===== src/rtl/core/bisn_pkg.sv =====
// Shared types, constants and the edge-fold function of the bordered image store.
package bisn_pkg;

    // Field and storage widths
    localparam int PIXEL_BITS     = 16;
    localparam int SIZE_BITS      = 7;
    localparam int COORD_BITS     = 8;
    localparam int FOLD_BITS      = 10;
    localparam int ACT_BITS       = 2;
    localparam int CFG_IDX_BITS   = 2;
    localparam int CFG_DATA_BITS  = 7;
    localparam int EDGE_BITS      = 2;
    localparam int SCALED_BITS    = 8;
    localparam int DIFF_BITS      = PIXEL_BITS + 1;
    localparam int DEN_BITS       = DIFF_BITS;
    localparam int NUM_BITS       = DEN_BITS + SCALED_BITS;
    localparam int PROD_BITS      = NUM_BITS + 1;

    // Defaults for the frame geometry
    localparam int DEF_MAX_WIDTH  = 64;
    localparam int DEF_MAX_HEIGHT = 64;
    localparam int RESET_WIDTH    = 64;
    localparam int RESET_HEIGHT   = 64;

    typedef enum logic [ACT_BITS-1:0] {
        ACT_WRITE   = 2'd0,
        ACT_BREAD   = 2'd1,
        ACT_MEASURE = 2'd2,
        ACT_SREAD   = 2'd3
    } t_action;

    typedef enum logic [EDGE_BITS-1:0] {
        EDGE_BLACK  = 2'd0,
        EDGE_REPEAT = 2'd1,
        EDGE_MIRROR = 2'd2,
        EDGE_WRAP   = 2'd3
    } t_edge;

    typedef enum logic [CFG_IDX_BITS-1:0] {
        CFG_FRAME_WIDTH  = 2'd0,
        CFG_FRAME_HEIGHT = 2'd1,
        CFG_EDGE_MODE    = 2'd2
    } t_cfg_idx;

    typedef enum logic [3:0] {
        S_CLEAR,
        S_IDLE,
        S_ADDR,
        S_RDATA,
        S_PREP,
        S_DIVIDE,
        S_EMIT,
        S_SCAN,
        S_SCAN_END
    } t_state;

    // Request to and response from the serial divider
    typedef struct packed {
        logic                start;
        logic [NUM_BITS-1:0] num;
        logic [DEN_BITS-1:0] den;
    } t_div_req;

    typedef struct packed {
        logic                   done;
        logic [SCALED_BITS-1:0] quot;
    } t_div_rsp;

    // Fold one axis back into 0..n-1 by the edge rule, then clamp
    function automatic logic [SIZE_BITS-1:0] fold_axis(
        input logic signed [FOLD_BITS-1:0] c,
        input logic        [SIZE_BITS-1:0] n,
        input t_edge                       mode
    );
        logic signed [FOLD_BITS-1:0] v;
        logic signed [FOLD_BITS-1:0] ns;
        logic signed [FOLD_BITS-1:0] one;
        ns  = signed'(FOLD_BITS'(n));
        one = signed'(FOLD_BITS'(1));
        v   = c;
        if (mode == EDGE_MIRROR) begin
            if (v[FOLD_BITS-1]) v = -v;
            if (v >= ns) v = ns + ns - v - one;
        end else if (mode == EDGE_WRAP) begin
            if (v[FOLD_BITS-1]) v = ns + v;
            if (v >= ns) v = v - ns;
        end
        if (v[FOLD_BITS-1]) begin
            v = '0;
        end else if (v >= ns) begin
            v = ns - one;
        end
        return v[SIZE_BITS-1:0];
    endfunction

endpackage


===== src/rtl/core/bisn_div.sv =====
// Restoring serial divider: one trial subtract a cycle, quotient saturated to 0..255.
module bisn_div import bisn_pkg::*; (
    input  logic     i_clk,
    input  logic     i_rst_n,
    input  t_div_req i_req,
    output t_div_rsp o_rsp
);

    localparam int STEP_BITS = $clog2(SCALED_BITS + 1);

    logic                   r_busy;
    logic                   r_done;
    logic [STEP_BITS-1:0]   r_step;
    logic [NUM_BITS-1:0]    r_rem;
    logic [NUM_BITS-1:0]    r_dsh;
    logic [SCALED_BITS-1:0] r_quot;
    logic [NUM_BITS:0]      trial;
    logic                   fits;

    // Trial subtract of the shifted divisor
    assign trial = {1'b0, r_rem} - {1'b0, r_dsh};
    assign fits  = !trial[NUM_BITS];

    // Control: busy flag, step count, done pulse
    always_ff @(posedge i_clk) begin
        if (!i_rst_n) begin
            r_busy <= 1'b0;
            r_done <= 1'b0;
            r_step <= '0;
        end else begin
            r_done <= 1'b0;
            if (i_req.start) begin
                r_busy <= 1'b1;
                r_step <= STEP_BITS'(SCALED_BITS);
            end else if (r_busy) begin
                // first step checks for a quotient past the 8-bit range
                if ((r_step == STEP_BITS'(SCALED_BITS) && fits) || r_step == '0) begin
                    r_busy <= 1'b0;
                    r_done <= 1'b1;
                end
                r_step <= r_step - STEP_BITS'(1);
            end
        end
    end

    // Datapath: remainder, shifted divisor, quotient bits
    always_ff @(posedge i_clk) begin
        if (i_req.start) begin
            r_rem  <= i_req.num;
            r_dsh  <= {i_req.den, {SCALED_BITS{1'b0}}};
            r_quot <= '0;
        end else if (r_busy) begin
            if (fits) r_rem <= trial[NUM_BITS-1:0];
            if (r_step == STEP_BITS'(SCALED_BITS)) begin
                if (fits) r_quot <= '1;
            end else begin
                r_quot <= {r_quot[SCALED_BITS-2:0], fits};
            end
            r_dsh <= r_dsh >> 1;
        end
    end

    assign o_rsp.done = r_done;
    assign o_rsp.quot = r_quot;

endmodule


===== config.mk =====
export PLATFORM = sky130hd
export DESIGN_NAME = bisn_div
export DESIGN_NICKNAME = d
export VERILOG_FILES = /design/src/rtl/core/bisn_pkg.sv /design/src/rtl/core/bisn_div.sv
export SDC_FILE = /design/constraint.sdc
export NUM_CORES = 1
export LEC_CHECK = 0
export BUFFER_PORTS_ARGS = -buffer_cell sky130_fd_sc_hd__buf_4
export CAP_MARGIN = 5
export CORE_MARGIN = 1
export CORE_UTILIZATION = 40
export DETAILED_ROUTE_END_ITERATION = 12
export GPL_TIMING_DRIVEN = 0
export SYNTH_ARGS = -nofsm -noshare
export SYNTH_HDL_FRONTEND = slang
export SYNTH_SLANG_ARGS = --single-unit

===== constraint.sdc =====
create_clock -name i_clk -period 2.9 [get_ports i_clk]
set_input_delay 0.145 -clock i_clk [delete_from_list [all_inputs] [get_ports i_clk]]
set_output_delay 0.145 -clock i_clk [all_outputs]
set_load 0.01 [all_outputs]

==> results of run 1 <==
## Yosys cell counts, drive strengths merged (11+ instances only)
master	instances	area share (%)
ha	26	8.0
nand2	79	7.4
dfxtp	22	11
nor2	34	3.2
edfxtp	42	31
o21ai	43	5.6
xnor2	11	2.4
clkbuf	13	1.2
a21oi	30	3.8
inv	38	3.5
## power groups by stage
| stage | combinational [mW] | clock [mW] | sequential [mW] |
|---|---|---|---|
| final | 1.30 | 0.851 | 1.20 |
| after global routing | 1.45 | 0.897 | 1.21 |
| after CTS | 1.30 | 0.860 | 1.20 |
| after detailed placement | 1.29 | 0 | 1.22 |
| after global placement | 1.27 | 0 | 1.21 |
| after floorplan | 0.983 | 0 | 1.21 |
## critical path, stage by stage, from the launching register on
cell	delay, ns
sky130_fd_sc_hd__edfxtp_1	0.32
sky130_fd_sc_hd__inv_1	0.04
sky130_fd_sc_hd__ha_1	0.21
sky130_fd_sc_hd__fa_1	0.40
sky130_fd_sc_hd__nor2b_1	0.18
sky130_fd_sc_hd__o2111ai_1	0.23
sky130_fd_sc_hd__a21oi_2	0.27
sky130_fd_sc_hd__nor2_1	0.14
sky130_fd_sc_hd__o31ai_2	0.31
sky130_fd_sc_hd__mux2i_1	0.22
sky130_fd_sc_hd__o211ai_1	0.10
## cells by family (layout without fill, tap and decap cells)
group | after synthesis | in the layout | share of synthesized area (%)
AND/OR/NAND/NOR | 151 | 151 | 17.0
buffers and inverters | 61 | 129 | 5.99
flip-flops | 64 | 64 | 42.0
adder cells (fa/ha/maj) | 27 | 27 | 8.53
XOR/XNOR | 20 | 20 | 4.33
multiplexers | 9 | 9 | 2.23
AO/OA/AOI/OAI | 118 | 118 | 19.9
## per-layer routing
layer	vias to the layer above	share of wire [%]	track usage, %
met1	1524	48	26.2
li1	1708	-	-
met4	0	2.2	8.24
met3	17	2.9	3.05
met2	69	47	31.9
met5	-	0	0
## final cells by class
class                           instances  area [sq um]
Inverter                               39           146
Clock inverter                          4          47.5
Timing Repair Buffer                   52           390
Buffer                                 22          96.3
Sequential cell                        64          1700
Multi-Input combinational cell        325          2110
Tap cell                              133           166
Fill cell                             983          4950
Clock buffer                           12           166
## state kept, by name, summed over array words and instances, names as in the netlist
signal,cells
r_busy,1
r_done,1
r_dsh,25
r_quot,8
r_rem,25
r_step,4
## worst min path at each step
stage,depth (start not counted),endpoint,from
2_1_floorplan,2,r_busy,i_rst_n
3_3_place_gp,3,r_busy,i_rst_n
3_5_place_dp,3,r_busy,i_rst_n
4_1_cts,3,r_busy,i_rst_n
5_1_grt,3,r_busy,i_rst_n
6_report,3,r_busy,i_rst_n
## repair_timing
action	in CTS	in global routing
setup buffers	0	0
gates resized for setup	1	1
pin swaps	0	0
endpoints found under the setup margin	25	25
## through the flow
step	cell area [sq um]	hold WS, ns	worst slack (ns)	power, mW
after floorplan	4050	0.261	0.217	2.19
after global placement	4610	0.398	-0.333	2.49
after detailed placement	4610	0.403	-0.359	2.50
after CTS	4820	0.0281	0.00835	3.36
after global routing	4830	0.0448	0.0274	3.56
final	4830	0.0432	0.205	3.35
==> impl_results.rst, run 1 <==
.. list-table::
   :header-rows: 1

   * - Metric
     - Value
   * - Run status
     - finished, final reports clean
   * - CP startpoint kind
     - flip-flop
   * - Async S/R FF share, synth
     - 0%
   * - DR DRC count
     - 0
   * - Via/cell ratio
     - 5.10
   * - TritonCTS clock tree
     - built
   * - Cell variety after synth
     - 60
   * - Initial core utilization
     - 41.4%
   * - CTS Hold Buffers Added
     - 0
   * - Half-perimeter wire length of the detailed placement result
     - 7.12 mm
   * - Yosys warns
     - 0
   * - Power per unit of standard cell area
     - 693 mW/mm^2
   * - Via count
     - 3318
   * - Post-Place Cells
     - 635
   * - Post-Route WL
     - 9.65 mm
   * - Final min period
     - 2.70 ns
   * - CP Capture Type
     - flip-flop
   * - DIE WIDTH
     - 103 um
   * - H-tree levels
     - 3
   * - Global-route wire length before repair
     - 15.6 mm
   * - Number of global-route vias before repair
     - 3211
   * - Final-report setup violation count
     - 0
   * - Clock tree sinks
     - 64
   * - Iteration-0 DRC count of the detailed router
     - 126
   * - Final Hold Vio Count
     - 0
   * - Global-route congestion overflow total
     - 0
   * - Switching share of power
     - 35.7%
   * - Std cell rows
     - 36
   * - Total global routing track utilization
     - 19.7%
   * - Share of power burned in registers
     - 35.7%
   * - Number of nets still failing antenna checks after routing
     - 0
   * - Die boundary height
     - 103 um
   * - Initial antenna violation count
     - 0
   * - Weighted congestion reported at the end of routability-driven placement
     - 0.839
   * - Worst-path clk slew
     - 0.07 ns
   * - Number of register bits inferred by synthesis
     - 64
   * - Proportion of layout cells with a drive suffix above 1
     - 18.3%
   * - Mean instance size in the synthesized netlist
     - 9.00 sq um
   * - Final std cells w/o fill
     - 651
   * - Leading cell types in the layout, fill and taps excluded
     - 77 x sky130_fd_sc_hd__nand2_1, 54 x sky130_fd_sc_hd__buf_4, 42 x sky130_fd_sc_hd__edfxtp_1
   * - Termination of the worst setup path
     - r_rem[24]
   * - Count of mapped cells out of synthesis
     - 450
   * - Register-to-register setup slack
     - 0.20 ns
   * - Final clock period utilization by the worst path
     - 92.9%
   * - Setup repair after global routing missed its margin
     - no
   * - Cts bufs inserted
     - 9
   * - Worst min path class
     - input port to flip-flop
   * - WL per Instance
     - 14.8 um
   * - Netlist area before placement
     - 0.00405 sq mm
   * - Count of boundary I/O pins
     - 54
   * - Achievable frequency
     - 371 MHz
   * - Leak Pwr
     - 1.96 nW
   * - Main flop type after synthesis
     - sky130_fd_sc_hd__edfxtp_1
   * - Most frequent standard cell in the layout excluding fill and tap cells
     - sky130_fd_sc_hd__nand2_1
   * - Standard cell core area
     - 0.00977 sq mm
   * - Largest net degree at the start of global routing
     - 26
   * - Count of flip-flops with a built-in enable after synthesis
     - 42
   * - Worst-Skew Late Latency
     - 0.35 ns
   * - Maximum Capacitance Violations
     - 0
   * - Final Slew Violations
     - 0
   * - Setup CP Type
     - flip-flop to flip-flop
   * - Actual transition at the worst max-transition pin
     - 0.716 ns
   * - Count of input and output buffers
     - 52
   * - Diodes inserted
     - 0
   * - Max Root-Sink Buffers
     - 2
   * - R2R Path End
     - r_rem[24]
   * - Critical path launch point
     - r_rem[0]
   * - Portion of total power attributed to the clock network
     - 25.4%
   * - Setup total negative slack
     - 0 ns
   * - Source of the worst register-to-register timing path
     - r_rem[0]
   * - Switch Pwr
     - 1.20 mW
   * - Syn_nets
     - 522
   * - Detailed-routing iteration count for the pre-antenna-repair pass
     - 4
   * - Area added between synthesis and finish
     - 19.2%
   * - Data arrival time of the critical path
     - 2.77 ns
   * - Die Outline Area
     - 0.0105 sq mm
   * - Peak VDD IR
     - 282 uV
   * - Rel. slew slack
     - 52.2%
   * - Net count, final
     - 585
   * - Root Buffer
     - sky130_fd_sc_hd__clkbuf_8
   * - Largest fanout on the critical path
     - 4
   * - Final setup skew
     - 0.00775 ns
   * - Combinational fraction of design power
     - 38.8%
   * - Cell Int Power
     - 2.15 mW
   * - Critical path data required time
     - 2.97 ns
   * - Worst-case reg-to-reg path depth
     - 10
   * - Layout Utilization
     - 49.4%
   * - Portion of the post-synthesis area used by sequential elements
     - 42.0%
Note: power is estimated with default switching activity, not from simulation.
==> run 2, diff against run 1 <==
- GPL_TIMING_DRIVEN: 0 -> unset
- clock period: 2.9 -> 3.3 ns (I/O delays scaled with it)
==> impl_results.rst, run 2 (synthesis results as in run 1) <==
.. list-table::
   :header-rows: 1

   * - Metric
     - Value
   * - CP startpoint kind
     - flip-flop (unchanged)
   * - Run status
     - finished, final reports clean (unchanged)
   * - Cts bufs inserted
     - 9 (unchanged)
   * - Largest fanout on the critical path
     - 14 (was 4)
   * - Initial antenna violation count
     - 0 (unchanged)
   * - Worst-Skew Late Latency
     - 0.34 ns (was 0.35 ns)
   * - Clock tree sinks
     - 64 (unchanged)
   * - Root Buffer
     - sky130_fd_sc_hd__clkbuf_8 (unchanged)
   * - Multi-input logic area
     - 0.00210 sq mm (was 0.00211 sq mm)
   * - Global-route wire length before repair
     - 15.0 mm (was 15.6 mm)
   * - Area added between synthesis and finish
     - 17.6% (was 19.2%)
   * - Std cell rows
     - 36 (unchanged)
   * - Data arrival time of the critical path
     - 2.67 ns (was 2.77 ns)
   * - Max Root-Sink Buffers
     - 2 (unchanged)
   * - CTS Hold Buffers Added
     - 0 (unchanged)
   * - CTS-repair resized insts
     - 0 (was 1)
   * - CP Capture Type
     - flip-flop (unchanged)
   * - Count of buffers added by post-CTS timing repair for setup
     - 0 (unchanged)
   * - Final Hold Vio Count
     - 0 (unchanged)
   * - WL per Instance
     - 14.0 um (was 14.8 um)
   * - Rel. slew slack
     - 65.8% (was 52.2%)
   * - Iteration-0 DRC count of the detailed router
     - 106 (was 126)
   * - TritonCTS clock tree
     - built (unchanged)
   * - Post-Route WL
     - 8.86 mm (was 9.65 mm)
   * - Final-report setup violation count
     - 0 (unchanged)
   * - Flip-flop and latch area
     - 0.00170 sq mm (unchanged)
   * - DIE WIDTH
     - 103 um (unchanged)
   * - Maximum Capacitance Violations
     - 0 (unchanged)
   * - Largest registers in the final layout
     - r_dsh: 25 flops, r_rem: 25 flops, r_quot: 8 flops (unchanged)
   * - Final min period
     - 2.64 ns (was 2.70 ns)
   * - Worst-path clk slew
     - 0.08 ns (was 0.07 ns)
   * - Actual transition at the worst max-transition pin
     - 0.514 ns (was 0.716 ns)
   * - Critical path data required time
     - 3.33 ns (was 2.97 ns)
   * - DR DRC count
     - 0 (unchanged)
   * - Setup CP Type
     - flip-flop to flip-flop (unchanged)
   * - Peak VDD IR
     - 249 uV (was 282 uV)
   * - Final setup skew
     - 0.00977 ns (was 0.00775 ns)
   * - Global-route congestion overflow total
     - 0 (unchanged)
   * - Achievable frequency
     - 378 MHz (was 371 MHz)
   * - Die boundary height
     - 103 um (unchanged)
   * - Die Outline Area
     - 0.0105 sq mm (unchanged)
   * - Post-Place Cells
     - 619 (was 635)
   * - Proportion of layout cells with a drive suffix above 1
     - 18.7% (was 18.3%)
   * - Count of boundary I/O pins
     - 54 (unchanged)
   * - Net count, final
     - 569 (was 585)
   * - Half-perimeter wire length of the detailed placement result
     - 6.44 mm (was 7.12 mm)
   * - Largest net degree at the start of global routing
     - 53 (was 26)
   * - Standard cell core area
     - 0.00977 sq mm (unchanged)
   * - Final clock period utilization by the worst path
     - 80.1% (was 92.9%)
   * - Initial core utilization
     - 41.4% (unchanged)
   * - Via count
     - 3249 (was 3318)
   * - Total global routing track utilization
     - 18.4% (was 19.7%)
   * - Most frequent standard cell in the layout excluding fill and tap cells
     - sky130_fd_sc_hd__nand2_1 (unchanged)
   * - Detailed-routing iteration count for the pre-antenna-repair pass
     - 4 (unchanged)
   * - Leak Pwr
     - 1.94 nW (was 1.96 nW)
   * - Final std cells w/o fill
     - 635 (was 651)
   * - Weighted congestion reported at the end of routability-driven placement
     - 0.825 (was 0.839)
   * - Leading cell types in the layout, fill and taps excluded
     - 78 x sky130_fd_sc_hd__nand2_1, 58 x sky130_fd_sc_hd__buf_4, 42 x sky130_fd_sc_hd__edfxtp_1 (was 77 x sky130_fd_sc_hd__nand2_1, 54 x sky130_fd_sc_hd__buf_4, 42 x sky130_fd_sc_hd__edfxtp_1)
   * - H-tree levels
     - 3 (unchanged)
   * - Number of global-route vias before repair
     - 3134 (was 3211)
   * - Setup total negative slack
     - 0 ns (unchanged)
   * - Final Slew Violations
     - 0 (unchanged)
   * - Power per unit of standard cell area
     - 605 mW/mm^2 (was 693 mW/mm^2)
   * - Post-Route Hold Slack
     - 0.0614 ns (was 0.0432 ns)
   * - Number of nets still failing antenna checks after routing
     - 0 (unchanged)
   * - Count of input and output buffers
     - 53 (was 52)
   * - Setup repair after global routing missed its margin
     - no (unchanged)
   * - Number of filler instances in the final layout
     - 967 (was 983)
   * - Worst min path class
     - input port to flip-flop (unchanged)
   * - Via/cell ratio
     - 5.12 (was 5.10)
   * - Diodes inserted
     - 0 (unchanged)
[run 2: cell types whose count changed in the layout (fill, tap and decap cells not counted), sizes merged]
cell    delta
inv        +1
clkbuf    -14
bufinv     -1
buf        -3
clkinv     +1
[run 2: path summary, 6_finish.rpt]
kind / slack [ns] / endpoint / start / depth (start not counted)
max: 0.66 / r_rem[6] / r_dsh[12] / 9
min: 0.06 / r_busy / i_rst_n / 3
max reg2reg: 0.66 / r_rem[6] / r_dsh[12] / 9
min reg2reg: 0.47 / r_quot[7] / r_quot[7] / 2
[run 2: critical path, cell delays in order, from the launching register on]
cell                        delay (ns)
sky130_fd_sc_hd__edfxtp_1         0.37
sky130_fd_sc_hd__inv_1            0.05
sky130_fd_sc_hd__ha_1             0.38
sky130_fd_sc_hd__and4_1           0.37
sky130_fd_sc_hd__o2111ai_1        0.16
sky130_fd_sc_hd__and3b_4          0.24
sky130_fd_sc_hd__o31ai_4          0.28
sky130_fd_sc_hd__nand2_1          0.12
sky130_fd_sc_hd__nand2_1          0.10
sky130_fd_sc_hd__buf_4            0.26
[run 2: power breakdown]
| group | internal [mW] | switching (mW) |
|---|---|---|
| logic | 0.470 | 0.651 |
| clock network | 0.366 | 0.338 |
| registers | 1.00 | 0.0509 |
[run 2: per-stage QoR]
stage / area [sq um] / setup WS (ns) / total power [mW] / utilization [%]
3_3_place_gp: 4550 / 0.703 / 2.18 / 46.6
2_1_floorplan: 4050 / 0.617 / 1.92 / -
6_report: 4760 / 0.658 / 2.88 / 48.7
3_5_place_dp: 4550 / 0.666 / 2.19 / 46.6
5_1_grt: 4760 / 0.455 / 3.08 / 48.7
4_1_cts: 4760 / 0.639 / 2.90 / 48.7
[run 2: final cells by class]
cell class	instances	share of cell area, %
inverter	39	3.07
clock inverter	5	0.683
sequential	64	35.7
timing repair buffer	58	9.15
tap	133	3.50
multi-input combinational	325	44.2
clock buffer	11	3.65
[run 2: routing by layer]
metal / global-route usage [%] / part of all wire [%] / up-vias
li1: - / - / 1671
met1: 24.3 / 49 / 1500
met2: 30.0 / 46 / 69
met3: 3.59 / 3.4 / 9
met4: 6.48 / 1.4 / 0
met5: 0 / 0 / -
==> run 3, diff against run 2 <==
- clock period: 3.3 -> 2.3 ns (I/O delays scaled with it)
==> impl_results.rst, run 3 (synthesis results as in run 1) <==
.. list-table::
   :header-rows: 1

   * - Metric
     - Value
   * - Layout Utilization
     - 55.9% (was 48.7%)
   * - Data arrival time of the critical path
     - 2.60 ns (was 2.67 ns)
   * - Count of boundary I/O pins
     - 54 (unchanged)
   * - Number of global-route vias before repair
     - 3382 (was 3134)
   * - Violations in the final reports
     - setup timing
   * - Setup Slack @ Placement
     - -0.105 ns (was 0.666 ns)
   * - CP Capture Type
     - flip-flop (unchanged)
   * - Total global routing track utilization
     - 19.6% (was 18.4%)
   * - Final Hold Vio Count
     - 0 (unchanged)
   * - Final setup skew
     - 0.0109 ns (was 0.00977 ns)
   * - Power per unit of standard cell area
     - 858 mW/mm^2 (was 605 mW/mm^2)
   * - Final design instance area without fill
     - 0.00547 sq mm (was 0.00476 sq mm)
   * - Number of nets still failing antenna checks after routing
     - 0 (unchanged)
   * - Initial antenna violation count
     - 0 (unchanged)
   * - Via count
     - 3422 (was 3249)
   * - Peak VDD IR
     - 353 uV (was 249 uV)
   * - Setup slack after layout
     - -0.0218 ns (was 0.658 ns)
   * - Final min period
     - 2.32 ns (was 2.64 ns)
   * - Worst min path class
     - input port to flip-flop (unchanged)
   * - Top delay family on crit path
     - compound AO/OA/AOI/OAI gates (was simple AND/OR/NAND/NOR gates)
   * - Largest net degree at the start of global routing
     - 84 (was 53)
   * - Achievable frequency
     - 431 MHz (was 378 MHz)
   * - Via/cell ratio
     - 4.95 (was 5.12)
   * - Met2 Use GR
     - 32.1% (was 30.0%)
   * - Sequence of cells on the critical path
     - inv_1, ha_1, a21oi_1, o21bai_1, a21oi_1, and3b_4, o31ai_4, buf_4, o21ai_4, buf_6, a211oi_4 (was inv_1, ha_1, and4_1, o2111ai_1, and3b_4, o31ai_4, nand2_1, nand2_1, buf_4)
   * - Initial core utilization
     - 41.4% (unchanged)
   * - Half-perimeter wire length of the detailed placement result
     - 6.76 mm (was 6.44 mm)
   * - Max Root-Sink Buffers
     - 2 (unchanged)
   * - Maximum Capacitance Violations
     - 0 (unchanged)
   * - Post-Route WL
     - 9.53 mm (was 8.86 mm)
   * - TritonCTS clock tree
     - built (unchanged)
   * - Met3 demand-to-capacity share in global routing
     - 3.66% (was 3.59%)
   * - Global-route wire length before repair
     - 15.7 mm (was 15.0 mm)
   * - Crit path largest cell delay
     - 0.36 ns (was 0.38 ns)
   * - Die boundary height
     - 103 um (unchanged)
   * - Die Outline Area
     - 0.0105 sq mm (unchanged)
   * - Leak Pwr
     - 2.25 nW (was 1.94 nW)
   * - Global-route congestion overflow total
     - 0 (unchanged)
   * - Max stage delay cell, worst path
     - sky130_fd_sc_hd__edfxtp_1 (was sky130_fd_sc_hd__ha_1)
   * - Total number of cells along the worst setup path
     - 11 (was 9)
   * - Cts bufs inserted
     - 9 (unchanged)
   * - Clock tree sinks
     - 64 (unchanged)
   * - WL per Instance
     - 13.8 um (was 14.0 um)
   * - CTS Hold Buffers Added
     - 0 (unchanged)
   * - CP dominant cell by count
     - sky130_fd_sc_hd__a21oi_1 (was sky130_fd_sc_hd__nand2_1)
   * - Most frequent standard cell in the layout excluding fill and tap cells
     - sky130_fd_sc_hd__buf_4 (was sky130_fd_sc_hd__nand2_1)
   * - Largest registers in the final layout
     - r_dsh: 25 flops, r_rem: 25 flops, r_quot: 8 flops (unchanged)
   * - Count of input and output buffers
     - 53 (unchanged)
   * - Worst-case reg-to-reg path depth
     - 11 (was 9)
   * - DIE WIDTH
     - 103 um (unchanged)
   * - Root Buffer
     - sky130_fd_sc_hd__clkbuf_8 (unchanged)
   * - Proportion of layout cells with a drive suffix above 1
     - 33.9% (was 18.7%)
   * - Run status
     - finished with violations (was finished, final reports clean)
   * - Buf+Inv Stages, Crit Path
     - 3 (was 2)
   * - Leading cell types in the layout, fill and taps excluded
     - 109 x sky130_fd_sc_hd__buf_4, 76 x sky130_fd_sc_hd__nand2_1, 42 x sky130_fd_sc_hd__edfxtp_1 (was 78 x sky130_fd_sc_hd__nand2_1, 58 x sky130_fd_sc_hd__buf_4, 42 x sky130_fd_sc_hd__edfxtp_1)
   * - Largest fanout on the critical path
     - 4 (was 14)
   * - Placement Cell Area
     - 0.00496 sq mm (was 0.00455 sq mm)
   * - Area added between synthesis and finish
     - 35.0% (was 17.6%)
   * - Weighted congestion reported at the end of routability-driven placement
     - 0.868 (was 0.825)
   * - Final-report setup violation count
     - 6 (was 0)
   * - Highest-utilization routing layer at the global route stage
     - met2 (unchanged)
   * - CP startpoint kind
     - flip-flop (unchanged)
   * - Rel. slew slack
     - 62.5% (was 65.8%)
   * - Final clock period utilization by the worst path
     - 101% (was 80.1%)
   * - Detailed-routing iteration count for the pre-antenna-repair pass
     - 4 (unchanged)
   * - Std cell rows
     - 36 (unchanged)
   * - Worst-path clk slew
     - 0.08 ns (about the same)
   * - Actual transition at the worst max-transition pin
     - 0.560 ns (was 0.514 ns)
   * - Worst-Skew Late Latency
     - 0.36 ns (was 0.34 ns)
   * - Post-Place Cells
     - 668 (was 619)
   * - Diodes inserted
     - 0 (unchanged)
   * - H-tree levels
     - 3 (unchanged)
   * - Critical path data required time
     - 2.58 ns (was 3.33 ns)
   * - Setup CP Type
     - flip-flop to flip-flop (unchanged)
   * - Final Slew Violations
     - 0 (unchanged)
   * - Final std cells w/o fill
     - 691 (was 635)
   * - Iteration-0 DRC count of the detailed router
     - 111 (was 106)
   * - Hold path depth
     - 3 (unchanged)
   * - Net count, final
     - 625 (was 569)
   * - Setup repair after global routing missed its margin
     - yes (was no)
   * - DR DRC count
     - 0 (unchanged)
   * - Standard cell core area
     - 0.00977 sq mm (unchanged)
   * - Met1 routing resource usage after global routing
     - 25.2% (was 24.3%)
==> run 3: cell count changes in the layout (fill, tap and decap cells not counted), moves of 4 or more <==
cell | before | now
sky130_fd_sc_hd__a21oi_1 | 29 | 21
sky130_fd_sc_hd__a21oi_2 | 1 | 8
sky130_fd_sc_hd__buf_4 | 58 | 109
sky130_fd_sc_hd__ha_1 | 26 | 19
sky130_fd_sc_hd__ha_4 | 0 | 6
sky130_fd_sc_hd__o21ai_2 | 0 | 4
==> run 3: power breakdown <==
group          total, mW  leakage, nW  switching [mW]  internal [mW]
Sequential          1.52        0.606          0.0803           1.44
Clock              0.958        0.102           0.500          0.458
Combinational       2.21         1.55            1.15           1.06
==> run 3: area by class of cell <==
class                   count  area (sq um)
flip-flops and latches     64          1700
multi-input cells         326          2390
well taps                 133           166
fillers                   920          4310
clock buffers              10           149
inverters                  39           146
clock inverters             6          40.0
repair buffers            113           872
==> run 3: worst paths after layout <==
check                 start         to  slack, ns
setup / recovery  r_dsh[14]  r_quot[2]      -0.02
hold / removal      i_rst_n     r_busy       0.02
setup reg to reg  r_dsh[14]  r_quot[2]      -0.02
hold reg to reg   r_quot[7]  r_quot[7]       0.47
==> run 3: metrics by stage <==
stage	TNS (ns)	hold WS [ns]	total power, mW
floorplan	0	0.231	2.77
global placement	-0.809	0.366	3.44
detailed placement	-2.19	0.388	3.47
CTS	-0.0543	0.00318	4.51
global route	-3.58	0.0102	5.00
finish	-0.0733	0.0166	4.69
==> run 3: routing by layer <==
metal / part of all wire (%) / wire length [um]
met1: 48 / 4530
met2: 46 / 4410
met3: 4.1 / 394
met4: 2.0 / 195
met5: 0 / 0
==> run 3: what timing repair did <==
| item | in CTS | in global routing |
|---|---|---|
| pin swaps | 6 | 22 |
| buffers inserted | 2 | 5 |
| gates cloned | 0 | 1 |
| resized for setup | 15 | 34 |
| endpoints found under the setup margin | 42 | 46 |
==> run 3: worst min-delay path, stage by stage <==
cell and delay [ns]:
sky130_fd_sc_hd__buf_4 0.12, sky130_fd_sc_hd__nand2_1 0.06, sky130_fd_sc_hd__a21oi_1 0.04
